==> src/hdl/bis_pkg.sv <==
package bis_pkg;

    localparam int NUM_STEPS = 8;
    localparam int STEP_W    = 3;
    localparam int OP_W      = 3;
    localparam int LEVEL_W   = 8;
    localparam int TICKS_W   = 24;
    localparam int PHASE_W   = 3;
    localparam int CFG_IDX_W = 3;
    localparam int CFG_DATA_W = 24;

    // Operation codes of an input beat.
    localparam logic [OP_W-1:0] OP_TICK   = 3'd0;
    localparam logic [OP_W-1:0] OP_START  = 3'd1;
    localparam logic [OP_W-1:0] OP_STOP   = 3'd2;
    localparam logic [OP_W-1:0] OP_SELECT = 3'd3;
    localparam logic [OP_W-1:0] OP_LOAD   = 3'd4;

    // Configuration register indexes.
    localparam logic [CFG_IDX_W-1:0] CFG_STARTUP_FAN  = 3'd0;
    localparam logic [CFG_IDX_W-1:0] CFG_STOP_FAN     = 3'd1;
    localparam logic [CFG_IDX_W-1:0] CFG_STARTUP_PUMP = 3'd2;
    localparam logic [CFG_IDX_W-1:0] CFG_PREHEAT      = 3'd3;
    localparam logic [CFG_IDX_W-1:0] CFG_PRIMING      = 3'd4;
    localparam logic [CFG_IDX_W-1:0] CFG_STOP_GLOW    = 3'd5;
    localparam logic [CFG_IDX_W-1:0] CFG_COOLDOWN     = 3'd6;

    // Reported phase codes.
    localparam logic [PHASE_W-1:0] CODE_OFF      = 3'd0;
    localparam logic [PHASE_W-1:0] CODE_PREHEAT  = 3'd1;
    localparam logic [PHASE_W-1:0] CODE_PRIMING  = 3'd2;
    localparam logic [PHASE_W-1:0] CODE_RUNNING  = 3'd3;
    localparam logic [PHASE_W-1:0] CODE_STOPGLOW = 3'd4;
    localparam logic [PHASE_W-1:0] CODE_COOLING  = 3'd5;

    typedef enum logic [5:0] {
        PH_OFF      = 6'b000001,
        PH_PREHEAT  = 6'b000010,
        PH_PRIMING  = 6'b000100,
        PH_RUNNING  = 6'b001000,
        PH_STOPGLOW = 6'b010000,
        PH_COOLING  = 6'b100000
    } t_phase;

    typedef struct packed {
        logic [LEVEL_W-1:0] ignite_fan_level;
        logic [LEVEL_W-1:0] shutdown_fan_level;
        logic [LEVEL_W-1:0] startup_pump_rate;
        logic [TICKS_W-1:0] preheat_ticks;
        logic [TICKS_W-1:0] priming_ticks;
        logic [TICKS_W-1:0] stop_glow_ticks;
        logic [TICKS_W-1:0] cooldown_ticks;
    } t_cfg;

    typedef struct packed {
        logic [OP_W-1:0]    op;
        logic [STEP_W-1:0]  step_index;
        logic [LEVEL_W-1:0] entry_fan_power;
        logic [LEVEL_W-1:0] entry_pump_rate;
    } t_item;

    typedef struct packed {
        logic [PHASE_W-1:0] phase;
        logic               fan_running;
        logic [LEVEL_W-1:0] fan_level;
        logic               pump_running;
        logic [LEVEL_W-1:0] pump_rate;
        logic               glow_plug_lit;
        logic [STEP_W-1:0]  current_step;
    } t_status;

    function automatic logic [PHASE_W-1:0] phase_code(input t_phase ph);
        logic [PHASE_W-1:0] code;
        case (ph)
            PH_PREHEAT:  code = CODE_PREHEAT;
            PH_PRIMING:  code = CODE_PRIMING;
            PH_RUNNING:  code = CODE_RUNNING;
            PH_STOPGLOW: code = CODE_STOPGLOW;
            PH_COOLING:  code = CODE_COOLING;
            default:     code = CODE_OFF;
        endcase
        return code;
    endfunction

    // A duration of zero runs for one tick.
    function automatic logic [TICKS_W-1:0] timer_load(input logic [TICKS_W-1:0] ticks);
        return (ticks == '0) ? TICKS_W'(1) : ticks;
    endfunction

    function automatic logic step_ok(input logic [STEP_W-1:0] idx);
        return (int'(idx) < NUM_STEPS);
    endfunction

endpackage

==> src/hdl/bis_cfg_regs.sv <==
module bis_cfg_regs (
    input  logic                               i_clk,
    input  logic                               i_rst_n,
    input  logic                               i_cfg_we,
    input  logic [bis_pkg::CFG_IDX_W-1:0]      i_cfg_index,
    input  logic [bis_pkg::CFG_DATA_W-1:0]     i_cfg_data,
    output bis_pkg::t_cfg                      o_cfg
);

    bis_pkg::t_cfg r_cfg;

    always_ff @(posedge i_clk) begin
        if (!i_rst_n) begin
            r_cfg.ignite_fan_level   <= bis_pkg::LEVEL_W'(100);
            r_cfg.shutdown_fan_level <= bis_pkg::LEVEL_W'(100);
            r_cfg.startup_pump_rate  <= bis_pkg::LEVEL_W'(20);
            r_cfg.preheat_ticks      <= bis_pkg::TICKS_W'(60000);
            r_cfg.priming_ticks      <= bis_pkg::TICKS_W'(20000);
            r_cfg.stop_glow_ticks    <= bis_pkg::TICKS_W'(30000);
            r_cfg.cooldown_ticks     <= bis_pkg::TICKS_W'(60000);
        end else if (i_cfg_we) begin
            case (i_cfg_index)
                bis_pkg::CFG_STARTUP_FAN:
                    r_cfg.ignite_fan_level <= i_cfg_data[bis_pkg::LEVEL_W-1:0];
                bis_pkg::CFG_STOP_FAN:
                    r_cfg.shutdown_fan_level <= i_cfg_data[bis_pkg::LEVEL_W-1:0];
                bis_pkg::CFG_STARTUP_PUMP:
                    r_cfg.startup_pump_rate <= i_cfg_data[bis_pkg::LEVEL_W-1:0];
                bis_pkg::CFG_PREHEAT:
                    r_cfg.preheat_ticks <= i_cfg_data[bis_pkg::TICKS_W-1:0];
                bis_pkg::CFG_PRIMING:
                    r_cfg.priming_ticks <= i_cfg_data[bis_pkg::TICKS_W-1:0];
                bis_pkg::CFG_STOP_GLOW:
                    r_cfg.stop_glow_ticks <= i_cfg_data[bis_pkg::TICKS_W-1:0];
                bis_pkg::CFG_COOLDOWN:
                    r_cfg.cooldown_ticks <= i_cfg_data[bis_pkg::TICKS_W-1:0];
                default: begin
                end
            endcase
        end
    end

    assign o_cfg = r_cfg;

endmodule

==> src/hdl/bis_seq_core.sv <==
module bis_seq_core (
    input  logic             i_clk,
    input  logic             i_rst_n,
    input  logic             i_fire,
    input  bis_pkg::t_item   i_item,
    input  bis_pkg::t_cfg    i_cfg,
    output bis_pkg::t_status o_status
);

    bis_pkg::t_phase                   r_phase, n_phase;
    logic [bis_pkg::TICKS_W-1:0]       r_count, n_count;
    logic                              r_fan_on, n_fan_on;
    logic [bis_pkg::LEVEL_W-1:0]       r_fan_level, n_fan_level;
    logic                              r_pump_on, n_pump_on;
    logic [bis_pkg::LEVEL_W-1:0]       r_pump_rate, n_pump_rate;
    logic                              r_glow, n_glow;
    logic [bis_pkg::STEP_W-1:0]        r_step, n_step;
    logic [bis_pkg::LEVEL_W-1:0]       r_fan_tab  [bis_pkg::NUM_STEPS];
    logic [bis_pkg::LEVEL_W-1:0]       r_pump_tab [bis_pkg::NUM_STEPS];
    logic                              timed;
    logic                              tab_we;

    assign timed = (r_phase == bis_pkg::PH_PREHEAT) || (r_phase == bis_pkg::PH_PRIMING) ||
                   (r_phase == bis_pkg::PH_STOPGLOW) || (r_phase == bis_pkg::PH_COOLING);

    assign tab_we = i_fire && (i_item.op == bis_pkg::OP_LOAD) &&
                    bis_pkg::step_ok(i_item.step_index);

    always_comb begin
        n_phase     = r_phase;
        n_count     = r_count;
        n_fan_on    = r_fan_on;
        n_fan_level = r_fan_level;
        n_pump_on   = r_pump_on;
        n_pump_rate = r_pump_rate;
        n_glow      = r_glow;
        n_step      = r_step;
        case (i_item.op)
            bis_pkg::OP_TICK: begin
                if (timed) begin
                    if (r_count > bis_pkg::TICKS_W'(1)) begin
                        n_count = r_count - bis_pkg::TICKS_W'(1);
                    end else begin
                        n_count = '0;
                        case (r_phase)
                            bis_pkg::PH_PREHEAT: begin
                                n_pump_on   = 1'b1;
                                n_pump_rate = i_cfg.startup_pump_rate;
                                n_count     = bis_pkg::timer_load(i_cfg.priming_ticks);
                                n_phase     = bis_pkg::PH_PRIMING;
                            end
                            bis_pkg::PH_PRIMING: begin
                                // Running always starts at power step 0.
                                n_glow      = 1'b0;
                                n_fan_level = r_fan_tab[bis_pkg::STEP_W'(0)];
                                n_pump_rate = r_pump_tab[bis_pkg::STEP_W'(0)];
                                n_step      = '0;
                                n_phase     = bis_pkg::PH_RUNNING;
                            end
                            bis_pkg::PH_STOPGLOW: begin
                                n_glow  = 1'b0;
                                n_count = bis_pkg::timer_load(i_cfg.cooldown_ticks);
                                n_phase = bis_pkg::PH_COOLING;
                            end
                            bis_pkg::PH_COOLING: begin
                                n_fan_on = 1'b0;
                                n_phase  = bis_pkg::PH_OFF;
                            end
                            default: begin
                            end
                        endcase
                    end
                end
            end
            bis_pkg::OP_START: begin
                if (r_phase == bis_pkg::PH_OFF) begin
                    n_fan_on    = 1'b1;
                    n_fan_level = i_cfg.ignite_fan_level;
                    n_glow      = 1'b1;
                    n_count     = bis_pkg::timer_load(i_cfg.preheat_ticks);
                    n_phase     = bis_pkg::PH_PREHEAT;
                end
            end
            bis_pkg::OP_STOP: begin
                if (r_phase == bis_pkg::PH_RUNNING) begin
                    n_fan_level = i_cfg.shutdown_fan_level;
                    n_pump_on   = 1'b0;
                    n_glow      = 1'b1;
                    n_count     = bis_pkg::timer_load(i_cfg.stop_glow_ticks);
                    n_phase     = bis_pkg::PH_STOPGLOW;
                end
            end
            bis_pkg::OP_SELECT: begin
                if (bis_pkg::step_ok(i_item.step_index)) begin
                    n_fan_level = r_fan_tab[i_item.step_index];
                    n_pump_rate = r_pump_tab[i_item.step_index];
                    n_step      = i_item.step_index;
                end
            end
            default: begin
            end
        endcase
    end

    always_ff @(posedge i_clk) begin
        if (!i_rst_n) begin
            r_phase     <= bis_pkg::PH_OFF;
            r_count     <= '0;
            r_fan_on    <= 1'b0;
            r_fan_level <= '0;
            r_pump_on   <= 1'b0;
            r_pump_rate <= '0;
            r_glow      <= 1'b0;
            r_step      <= '0;
        end else if (i_fire) begin
            r_phase     <= n_phase;
            r_count     <= n_count;
            r_fan_on    <= n_fan_on;
            r_fan_level <= n_fan_level;
            r_pump_on   <= n_pump_on;
            r_pump_rate <= n_pump_rate;
            r_glow      <= n_glow;
            r_step      <= n_step;
        end
    end

    always_ff @(posedge i_clk) begin
        if (!i_rst_n) begin
            r_fan_tab  <= '{default: '0};
            r_pump_tab <= '{default: '0};
        end else if (tab_we) begin
            r_fan_tab[i_item.step_index]  <= i_item.entry_fan_power;
            r_pump_tab[i_item.step_index] <= i_item.entry_pump_rate;
        end
    end

    assign o_status.phase         = bis_pkg::phase_code(r_phase);
    assign o_status.fan_running   = r_fan_on;
    assign o_status.fan_level     = r_fan_level;
    assign o_status.pump_running  = r_pump_on;
    assign o_status.pump_rate     = r_pump_rate;
    assign o_status.glow_plug_lit = r_glow;
    assign o_status.current_step  = r_step;

`ifndef ASSERT_OFF
    a_phase_onehot: assert property (@(posedge i_clk) disable iff (!i_rst_n)
        $onehot(r_phase))
        else $error("phase register lost its one-hot code");

    a_glow_phase: assert property (@(posedge i_clk) disable iff (!i_rst_n)
        r_glow == ((r_phase == bis_pkg::PH_PREHEAT) || (r_phase == bis_pkg::PH_PRIMING) ||
                   (r_phase == bis_pkg::PH_STOPGLOW)))
        else $error("glow plug state disagrees with phase");

    a_pump_phase: assert property (@(posedge i_clk) disable iff (!i_rst_n)
        r_pump_on == ((r_phase == bis_pkg::PH_PRIMING) || (r_phase == bis_pkg::PH_RUNNING)))
        else $error("pump enable disagrees with phase");

    a_fan_phase: assert property (@(posedge i_clk) disable iff (!i_rst_n)
        r_fan_on == (r_phase != bis_pkg::PH_OFF))
        else $error("fan enable disagrees with phase");

    a_count_timed: assert property (@(posedge i_clk) disable iff (!i_rst_n)
        (r_count != '0) == timed)
        else $error("countdown is running outside a timed phase");
`endif

endmodule

==> src/hdl/burner_ignition_sequencer_top.sv <==
// Burner ignition sequencer.
// Input channel: i_in_valid / o_in_stall carry one beat of op, step_index,
// entry_fan_power and entry_pump_rate. Output channel: o_out_valid /
// i_out_stall carry one status beat per input beat, in order: phase, fan and
// pump enables and levels, glow plug and the current power step, all taken
// after the input beat has been applied.
// A status beat passes through the input register, then the state update that
// also forms the output register. Throughput is one beat per cycle while the
// receiver does not stall; the state update is the only loop. When the
// receiver stalls, the status beat holds and an empty input register still
// takes one more beat; o_in_stall is high while a beat waits in the input
// register behind a stalled status beat. Configuration registers are written
// through i_cfg_we, i_cfg_index and i_cfg_data; the user must write them only
// while the block is idle, which the block itself does not enforce. Reset
// (synchronous, active low) puts the burner off, clears the power step table
// and loads the default durations and levels; no beat is held after reset.
module burner_ignition_sequencer_top (
    input  logic                           i_clk,
    input  logic                           i_rst_n,
    input  logic                           i_cfg_we,
    input  logic [bis_pkg::CFG_IDX_W-1:0]  i_cfg_index,
    input  logic [bis_pkg::CFG_DATA_W-1:0] i_cfg_data,
    input  logic                           i_in_valid,
    output logic                           o_in_stall,
    input  logic [bis_pkg::OP_W-1:0]       i_op,
    input  logic [bis_pkg::STEP_W-1:0]     i_step_index,
    input  logic [bis_pkg::LEVEL_W-1:0]    i_entry_fan_power,
    input  logic [bis_pkg::LEVEL_W-1:0]    i_entry_pump_rate,
    output logic                           o_out_valid,
    input  logic                           i_out_stall,
    output logic [bis_pkg::PHASE_W-1:0]    o_phase,
    output logic                           o_fan_running,
    output logic [bis_pkg::LEVEL_W-1:0]    o_fan_level,
    output logic                           o_pump_running,
    output logic [bis_pkg::LEVEL_W-1:0]    o_pump_rate,
    output logic                           o_glow_plug_lit,
    output logic [bis_pkg::STEP_W-1:0]     o_current_step
);

    logic             r_in_valid;
    bis_pkg::t_item   r_item;
    logic             r_out_valid;
    logic             out_free;
    logic             fire;
    logic             in_take;
    bis_pkg::t_cfg    cfg;
    bis_pkg::t_status status;

    assign out_free   = !r_out_valid || !i_out_stall;
    assign fire       = r_in_valid && out_free;
    assign o_in_stall = r_in_valid && !out_free;
    assign in_take    = i_in_valid && !o_in_stall;

    always_ff @(posedge i_clk) begin
        if (!i_rst_n) begin
            r_in_valid  <= 1'b0;
            r_out_valid <= 1'b0;
        end else begin
            if (in_take) begin
                r_in_valid <= 1'b1;
            end else if (fire) begin
                r_in_valid <= 1'b0;
            end
            if (fire) begin
                r_out_valid <= 1'b1;
            end else if (!i_out_stall) begin
                r_out_valid <= 1'b0;
            end
        end
    end

    always_ff @(posedge i_clk) begin
        if (in_take) begin
            r_item.op              <= i_op;
            r_item.step_index      <= i_step_index;
            r_item.entry_fan_power <= i_entry_fan_power;
            r_item.entry_pump_rate <= i_entry_pump_rate;
        end
    end

    bis_cfg_regs u_cfg (
        .i_clk       (i_clk),
        .i_rst_n     (i_rst_n),
        .i_cfg_we    (i_cfg_we),
        .i_cfg_index (i_cfg_index),
        .i_cfg_data  (i_cfg_data),
        .o_cfg       (cfg)
    );

    bis_seq_core u_core (
        .i_clk    (i_clk),
        .i_rst_n  (i_rst_n),
        .i_fire   (fire),
        .i_item   (r_item),
        .i_cfg    (cfg),
        .o_status (status)
    );

    assign o_out_valid     = r_out_valid;
    assign o_phase         = status.phase;
    assign o_fan_running   = status.fan_running;
    assign o_fan_level     = status.fan_level;
    assign o_pump_running  = status.pump_running;
    assign o_pump_rate     = status.pump_rate;
    assign o_glow_plug_lit = status.glow_plug_lit;
    assign o_current_step  = status.current_step;

endmodule

==> config.mk <==
export PLATFORM = sky130hd
export DESIGN_NAME = burner_ignition_sequencer_top
export DESIGN_NICKNAME = d
export VERILOG_FILES = /design/src/hdl/bis_pkg.sv /design/src/hdl/bis_cfg_regs.sv /design/src/hdl/bis_seq_core.sv /design/src/hdl/burner_ignition_sequencer_top.sv
export SDC_FILE = /design/constraint.sdc
export NUM_CORES = 1
export LEC_CHECK = 0
export ABC_AREA = 1
export BUFFER_PORTS_ARGS = -buffer_cell sky130_fd_sc_hd__buf_4
export CAP_MARGIN = 20
export CORE_ASPECT_RATIO = 0.5
export CORE_UTILIZATION = 25
export DETAILED_ROUTE_END_ITERATION = 8
export MAX_ROUTING_LAYER = met4
export PLACE_DENSITY = 0.44
export SLEW_MARGIN = 5
export SYNTH_ARGS = -nofsm -noshare
export SYNTH_HDL_FRONTEND = slang
export SYNTH_HIERARCHICAL = 1
export SYNTH_SLANG_ARGS = --single-unit
==> constraint.sdc <==
create_clock -name i_clk -period 4.89 [get_ports i_clk]
set_input_delay 0.2445 -clock i_clk [delete_from_list [all_inputs] [get_ports i_clk]]
set_output_delay 0.2445 -clock i_clk [all_outputs]
set_load 0.02 [all_outputs]
==> results of run 1 <==
==> power groups by stage <==
stage,registers [mW],logic (mW),clock network [mW]
2_1_floorplan,2.84,0.600,0
3_3_place_gp,2.87,0.850,0
3_5_place_dp,2.87,0.851,0
4_1_cts,2.81,0.877,3.09
5_1_grt,2.82,0.982,3.22
6_report,2.81,0.877,3.00
==> kinds of logic after synthesis <==
| logic type | synth area share [%] |
|---|---|
| AND/OR/NAND/NOR | 36.4 |
| AO/OA/AOI/OAI | 11.6 |
| buffers and inverters | 9.15 |
| flip-flops | 42.1 |
| XOR/XNOR | 0.495 |
| adder cells (fa/ha/maj) | 0.157 |
| multiplexers | 0.0629 |
==> state kept, by name, summed over array words and instances, names as in the netlist <==
register            flops
o_out_valid             1
r_item                 22
r_in_valid              1
u_core/r_count         24
u_core/r_fan_tab       64
u_core/r_step           3
u_core/r_glow           1
u_core/r_pump_rate      8
u_core/r_phase          6
u_core/r_fan_on         1
u_core/r_pump_tab      64
u_core/r_pump_on        1
u_cfg/o_cfg           120
u_core/r_fan_level      8
==> Yosys cell counts, drive strengths merged, types with 2 or more instances <==
cell      n
a21oi   105
a22o      2
a32o      2
and2      2
buf      87
clkbuf   45
dfxtp   302
edfxtp   22
ha        2
inv     208
nand2   531
nand3   204
nand3b    3
nand4    32
nor2    588
nor3      6
o211ai   17
o21ai   215
o22ai    10
xor2      8
==> worst paths after layout <==
path	from	to	slack [ns]	depth (start not counted)
max	u_core/r_phase[5]	u_core/r_count[1]	1.83	10
min	i_cfg_data[5]	u_cfg/o_cfg[53]	0.04	3
max reg2reg	u_core/r_phase[5]	u_core/r_count[1]	1.83	10
min reg2reg	u_core/r_pump_tab[42]	u_core/r_pump_tab[42]	0.45	2
==> through the flow <==
step | utilization [%] | hold WS [ns] | worst slack (ns) | area [um2]
5_1_grt | 30.1 | 0.0345 | 1.52 | 18700
2_1_floorplan | - | 0.343 | 2.90 | 15900
3_3_place_gp | 27.4 | 0.424 | 1.94 | 17000
3_5_place_dp | 27.4 | 0.424 | 1.89 | 17000
4_1_cts | 30.1 | 0.0194 | 1.83 | 18700
6_report | 30.1 | 0.0359 | 1.83 | 18700
==> placed cells by master, fill, tap and decap left out, types with 3 or more instances in the layout <==
cell type,count
inv_1,188
buf_4,93
clkbuf_16,42
clkinv_2,7
o211ai_1,17
nand4_1,31
o22ai_1,10
nand3_2,4
xor2_1,8
nand3_1,200
dlygate4sd3_1,36
o21ai_0,196
nor2_1,557
nand3b_1,3
nand2_1,511
dfxtp_1,302
a21oi_1,103
clkinv_1,3
inv_2,20
nand2_2,19
nor3_1,4
nor2_2,11
clkbuf_1,6
edfxtp_1,22
clkbuf_8,6
o21ai_1,19
bufinv_16,3
nor2_4,18
==> area by class of cell <==
| class | instances | area (um2) |
|---|---|---|
| clock inverters | 14 | 149 |
| repair buffers | 132 | 1130 |
| fillers | 6829 | 43400 |
| multi-input cells | 1732 | 7770 |
| inverters | 209 | 785 |
| well taps | 825 | 1030 |
| clock buffers | 53 | 1140 |
| flip-flops and latches | 324 | 6710 |
==> layer usage <==
| layer | GRT usage [%] | wire length (um) | vias up | part of all wire [%] |
|---|---|---|---|---|
| li1 | - | - | 7700 | - |
| met1 | 22.9 | 26700 | 7139 | 50 |
| met2 | 27.1 | 24600 | 233 | 46 |
| met3 | 2.26 | 1830 | 61 | 3.4 |
| met4 | 3.30 | 758 | 0 | 1.4 |
| met5 | - | 0 | - | 0 |
==> repair_timing <==
item / 4_1_cts / 5_1_grt
resized for setup: 0 / 0
setup buffers: 0 / 0
hold buffers: 36 / 0
hold endpoints to repair: 49 / 0
==> critical path: stages, from the launching register on <==
cell and delay, ns:
dfxtp_1 0.36, nor2_2 0.20, nand3_1 0.72, nand3_1 0.38, nor2_1 0.07, nor2_1 0.08, buf_4 0.20, nand2_2 0.39
inv_2 0.29, o21ai_0 0.13, nor2_1 0.14
==> results.txt, run 1 <==
The flow ran to the end, and the final reports show no timing, DRC or antenna violations. Synthesis instantiated 42 different standard cells from the library. The CTS tree is done.

The share of total power in combinational logic is 13.1%. The critical path required time came out at 5.36 ns. The number of flip-flops and latches in the synthesized netlist is 324.

In the synthesized netlist the async set-or-reset flop fraction comes to 0%. The power consumption came out at 6.69 mW. Counting every sink on the clock net gives 324. The pre-antenna-repair detailed-routing pass consisted of 5 iterations. The endpoint arrival time on the critical path came out at 3.54 ns. After layout, the worst path uses 62.7% of the clock period. The post-synthesis average cell area came out at 6.64 um2. Summed over all nets, the switching power comes to 1.88 mW.

The fmax came out at 326 MHz. Yosys mapped a number of flops with a built-in enable equal to 22. The total count of max-transition violations in the final report came out at 0. The number of nets produced by synthesis is 2453. The site row count is 64. The vias per cell came out at 4.60. Summed over all layers, the global routing overflow is 0. For the final database, setup skew stands at 0.0297 ns. The detail-routed net length per standard cell is 16.4 um. The kind of launch point of the worst setup path is a flip-flop.

The number of cells after detailed placement is 3184. The area of the core is 62100 um2. The number of nets at the end of the flow is 2492. The initial antenna violation count came out at 0.

In the post-synthesis netlist, the biggest area contributors are dfxtp_1, nor2_1, nand2_1. The area share of the leading cell type in the synthesized netlist came out at 38.0%. The share of final-layout standard cells stronger than drive strength 1 is 9.58%. The areal power density over the cells came out at 358 nW/um2.

The HPWL after detailed placement came out at 35.7 mm. Setup total negative slack on the finished layout was measured at 0 ns. Setup violations remaining at the end of the flow were counted as 0. The tool flagged a number of max-cap violations equal to 0. The tightest min-delay check is of the primary input to flip-flop type. In this run, the number of DRC markers left after iteration 0 of detailed routing was 1203.

The overall track demand over capacity in global routing came out at 17.0%. The number of buffers created by CTS is 37. The count of input and output buffers is 80. The worst-case headroom to the max-slew limit came out at 34.2%. For this block, the via count after detailed routing is 15.1k. The peak fanout along the critical path is 31. Summing every instance area after synthesis gives 15900 um2. For the worst-skew pair, the clock arrives at the later sink with an insertion delay of 0.56 ns. The number of warnings reported in the yosys synthesis log came out at 6. The peak supply drop is 0.000175 V.

The kind of critical path is flip-flop to flip-flop. Synthesis handed over a netlist of 2397 instances. 0 antenna diodes ended up in the layout. The register clock-pin slew on the reported worst setup and hold paths is 0.07 ns. Relative to the synthesized area, the layout overhead comes to 17.5%. The vertical die dimension came out at 180 um.

The total leakage power is 8.24 nW. The die footprint is 64800 um2. The number of nets with antenna violations after routing came out at 0. The number of global-route vias before repair is 14.4k. For this run, the register share of the synthesized area comes to 42.1%. Summed over all layers, the routed wires come to 53.9 mm. The share of total power in sequential cells is 42.0%.

For this configuration, the core starts out at a cell density of 25.7%. The transition time at the pin with the least slew margin came out at 0.984 ns. STA classifies the critical path endpoint as a flip-flop.

Routability-driven placement finished with a final weighted congestion of 0.860. The H-tree was split into 2 levels. The number of buffers between clock root and the deepest sink came out at 3. The number of failing hold endpoints at the final stage is 0.

The width of the die is 359 um. The shortest period the worst path allows came out at 3.06 ns. Of all cell types, the one taking the most synthesized area is dfxtp_1. Internal power comes to 4.81 mW.

The cell sitting at the root of the clock tree is a clkbuf_16. The switching fraction of total power came out at 28.1%. The global-route wire length before repair is 84.8 mm. The non-filler instance count after layout came out at 3289.

The number of ports placed on the die boundary is 81. The clock network accounts for 44.9% of the total power. In the routed design, unresolved DRC markers number 0.

Setup repair after global routing left no endpoint under its margin. The pin count of the biggest net entering global routing came out at 126. In the synthesized netlist the dominant register cell turns out to be dfxtp_1.
(Power assumes the default switching activity.)
==> run 2: changes to the inputs <==
--- a/config.mk
+++ b/config.mk
@@ -5,14 +5,14 @@
 export SDC_FILE = /design/constraint.sdc
 export NUM_CORES = 1
 export LEC_CHECK = 0
-export ABC_AREA = 1
+export ABC_AREA = 0
 export BUFFER_PORTS_ARGS = -buffer_cell sky130_fd_sc_hd__buf_4
 export CAP_MARGIN = 20
 export CORE_ASPECT_RATIO = 0.5
 export CORE_UTILIZATION = 25
 export DETAILED_ROUTE_END_ITERATION = 8
 export MAX_ROUTING_LAYER = met4
-export PLACE_DENSITY = 0.44
+export PLACE_DENSITY = 0.46
 export SLEW_MARGIN = 5
 export SYNTH_ARGS = -nofsm -noshare
 export SYNTH_HDL_FRONTEND = slang
==> constraint.sdc (replaced) <==
create_clock -name i_clk -period 2.5 [get_ports i_clk]
set_input_delay 0.125 -clock i_clk [delete_from_list [all_inputs] [get_ports i_clk]]
set_output_delay 0.125 -clock i_clk [all_outputs]
set_load 0.02 [all_outputs]
==> results.txt, run 2 <==
The DRC violation count after routing came out at 0 (unchanged). The site row count was 63 (was 64). The shortest period the worst path allows came out at 2.29 ns (was 3.06 ns). The pin count of the biggest net entering global routing came out at 114 (was 126).

The number of global-route vias before repair was 11.9k (was 14.4k). The minimum setup slack after placement came out at 0.0888 ns (was 1.89 ns). The number of flip-flops in the largest register came to 120 (unchanged). The most frequent standard cell in the layout excluding fill and tap cells is nand2_1 (was nor2_1).

The non-filler instance count after layout is 2542 (was 3289). The post-synthesis average cell area was 9.40 um2 (was 6.64 um2). The cell type contributing the most total cell area after synthesis was dfxtp_1 (unchanged). The total count of max-transition violations in the final report is 0 (unchanged). The number of failing hold endpoints at the final stage came to 0 (unchanged). The total leakage power came out at 6.87 nW (was 8.24 nW). The post-CTS repair timing setup buffer count is 0 (unchanged).

The HPWL after detailed placement was 31.5 mm (was 35.7 mm). The final count of negative-setup-slack endpoints came out at 0 (unchanged). The area of the core came out at 59400 um2 (was 62100 um2).

Top post-synthesis cells by area: dfxtp_1, mux2i_1, nand2_1 (was dfxtp_1, nor2_1, nand2_1). The prevailing post-synth register cell is dfxtp_1 (unchanged). The count of H-tree levels built during CTS came out at 2 (unchanged). The number of warnings reported in the yosys synthesis log is 6 (unchanged). The initial cell density of the core was 25.4% (was 25.7%). The transition time at the pin with the least slew margin is 0.996 ns (was 0.984 ns).

The routability congestion estimate from global placement is 0.830 (was 0.860). The detail-routed net length per standard cell was 18.0 um (was 16.4 um). The overall track demand over capacity in global routing was 15.4% (was 17.0%).

Most frequent cells in the layout: nand2_1, dfxtp_1, mux2i_1 (was nor2_1, nand2_1, dfxtp_1). The CTS tree is done (unchanged). The global-route wire length before repair came out at 72.3 mm (was 84.8 mm).

The area growth from synthesis to layout came out at 22.3% (was 17.5%). The number of vias in the routed layout is 12.0k (was 15.1k). The number of clock sinks seen by CTS is 324 (unchanged). The endpoint arrival time on the critical path came out at 2.72 ns (was 3.54 ns). The number of buffers between clock root and the deepest sink came out at 3 (unchanged). The total congestion overflow is 0 (unchanged). The number of buffers created by CTS came out at 36 (was 37). The sum of routed wire length over all layers is 45.9 mm (was 53.9 mm). The share of synthesized registers carrying an async set or reset came out at 0% (unchanged). The die footprint is 61400 um2 (was 64800 um2).

The number of nets produced by synthesis came out at 1662 (was 2453). The antenna diode count was 0 (unchanged). The sequential fraction of the synthesis area came out at 44.4% (was 42.1%).

The distinct cell type count of the synthesized netlist is 71 (was 42). The total negative slack came to 0 ns (unchanged). The number of nets at the end of the flow is 1758 (was 2492). The synthesized instance count was 1606 (was 2397). The number of flip-flops and latches in the synthesized netlist is 324 (unchanged). Result of the run: complete, no violations (unchanged). Top cells by instance count after synthesis: nand2_1, dfxtp_1, mux2i_1 (was nor2_1, nand2_1, dfxtp_1).

The most repeated cell in the gate-level netlist after synthesis is nand2_1 (was nor2_1). The fmax was 437 MHz (was 326 MHz). The summed instance area of the synthesized netlist is 15100 um2 (was 15900 um2). The initial antenna violation count is 0 (unchanged). The number of DRC violations after detailed-routing iteration 0 came out at 824 (was 1203). The share of final-layout standard cells stronger than drive strength 1 came out at 15.8% (was 9.58%). The critical path required time came to 2.94 ns (was 5.36 ns). The number of flops mapped to enable cells by yosys is 22 (unchanged). The end-of-flow core utilization came out at 31.1% (was 30.1%). The peak fanout along the critical path came to 16 (was 31). The peak supply drop came out at 0.000311 V (was 0.000175 V). The area share of the leading cell type in the synthesized netlist is 40.1% (was 38.0%). The number of nets with antenna violations after routing is 0 (unchanged). The number of fill cells in the layout was 6274 (was 6829). The worst-case headroom to the max-slew limit was 33.4% (was 34.2%). The width of the die came to 349 um (was 359 um). The vias per cell came out at 4.70 (was 4.60). The setup slack of the critical path after layout is 0.214 ns (was 1.83 ns).

RSZ-0062 raised after global routing: no (unchanged). The worst min-delay path class was primary input to flip-flop (unchanged). The areal power density over the cells came out at 661 nW/um2 (was 358 nW/um2). The kind of critical path is flip-flop to flip-flop (unchanged). The element type at the critical path end is a flip-flop (unchanged).

The cell at the root of the clock tree is clkbuf_16 (unchanged). The count of input and output buffers came out at 80 (unchanged). The number of ports placed on the die boundary came out at 81 (unchanged). The number of cells after detailed placement came out at 2430 (was 3184). The clock latency on the worst-skew pair is 0.54 ns (was 0.56 ns). The max-capacitance violation count came to 0 (unchanged).

The length of the first detailed-routing pass in iterations came out at 7 (was 5). The vertical die dimension is 176 um (was 180 um). The kind of launch point of the worst setup path is a flip-flop (unchanged). The setup clock skew after layout is 0.0223 ns (was 0.0297 ns). The register clock-pin slew on the reported worst setup and hold paths is 0.06 ns (was 0.07 ns). The final cycle utilization of the critical path came to 91.5% (was 62.7%).
run 2: changes by cell type after synthesis, sizes merged, moves of 35 or more:
cell    delta
o21ai    -175
nor2b    +103
nor2     -556
clkbuf    +68
nand3    -191
inv      -202
nor4      +35
a21boi    +87
buf       -54
nand2    -223
mux2i    +185
a21oi     -86
run 2: worst max-delay path, stage by stage, from the launching register on:
cell and delay (ns):
dfxtp_1 0.45, inv_1 0.08, ha_1 0.24, o2111ai_1 0.24, or2_1 0.23, buf_4 0.22
o21a_1 0.50, o211ai_1 0.15, o41ai_1 0.09
run 2: per-layer routing:
layer | vias to the layer above | track usage (%) | part of all wire (%)
met5 | - | - | 0
met4 | 0 | 3.91 | 2.1
li1 | 5932 | - | -
met1 | 5794 | 19.8 | 47
met2 | 165 | 25.1 | 48
met3 | 66 | 2.29 | 3.1
run 2: logic make-up after synthesis:
group,Yosys count,synth area share [%]
muxes,226,16.5
adders and majority gates,2,0.166
and+or+nand+nor,563,18.1
buffers and inverters,152,4.22
AOI/OAI and AO/OA,316,15.3
DFF,324,44.4
xor gates and xnor gates,23,1.33
run 2: worst paths after layout:
path                                      startpoint               endpoint  slack [ns]  cells past startpoint
worst max-delay path               u_core/r_count[0]  u_core/r_fan_level[7]        0.21                      8
worst max register to register     u_core/r_count[0]  u_core/r_fan_level[7]        0.21                      8
worst min-delay path                   i_cfg_data[3]       u_cfg/o_cfg[115]        0.05                      3
worst min register to register  u_core/r_fan_tab[22]   u_core/r_fan_tab[22]        0.46                      2
run 2: layout make-up:
type	instances	area (um2)	share of cell area, %
inverter	6	22.5	0.122
sequential	324	6710	36.3
tap	812	1020	5.50
clock inverter	15	135	0.732
timing repair buffer	204	1740	9.42
multi-input combinational	1130	7800	42.3
clock buffer	51	1040	5.63
run 2: where the power goes:
group	internal (mW)	total, mW	switching (mW)
clock	3.13	5.35	2.22
combinational	0.628	1.41	0.784
sequential	5.32	5.45	0.128
run 2: timing repair:
action                                 4_1_cts  5_1_grt
setup endpoints to repair                    0       10
resized for setup                            0        3
hold buffers                                45        0
endpoints found under the hold margin      116        0
run 2: stage by stage:
step	area (um2)	hold WS (ns)	power [mW]
floorplan	15100	0.224	6.41
global placement	16800	0.303	6.93
detailed placement	16800	0.304	6.92
CTS	18400	0.0499	12.4
global route	18500	0.0644	12.7
finish	18500	0.0526	12.2
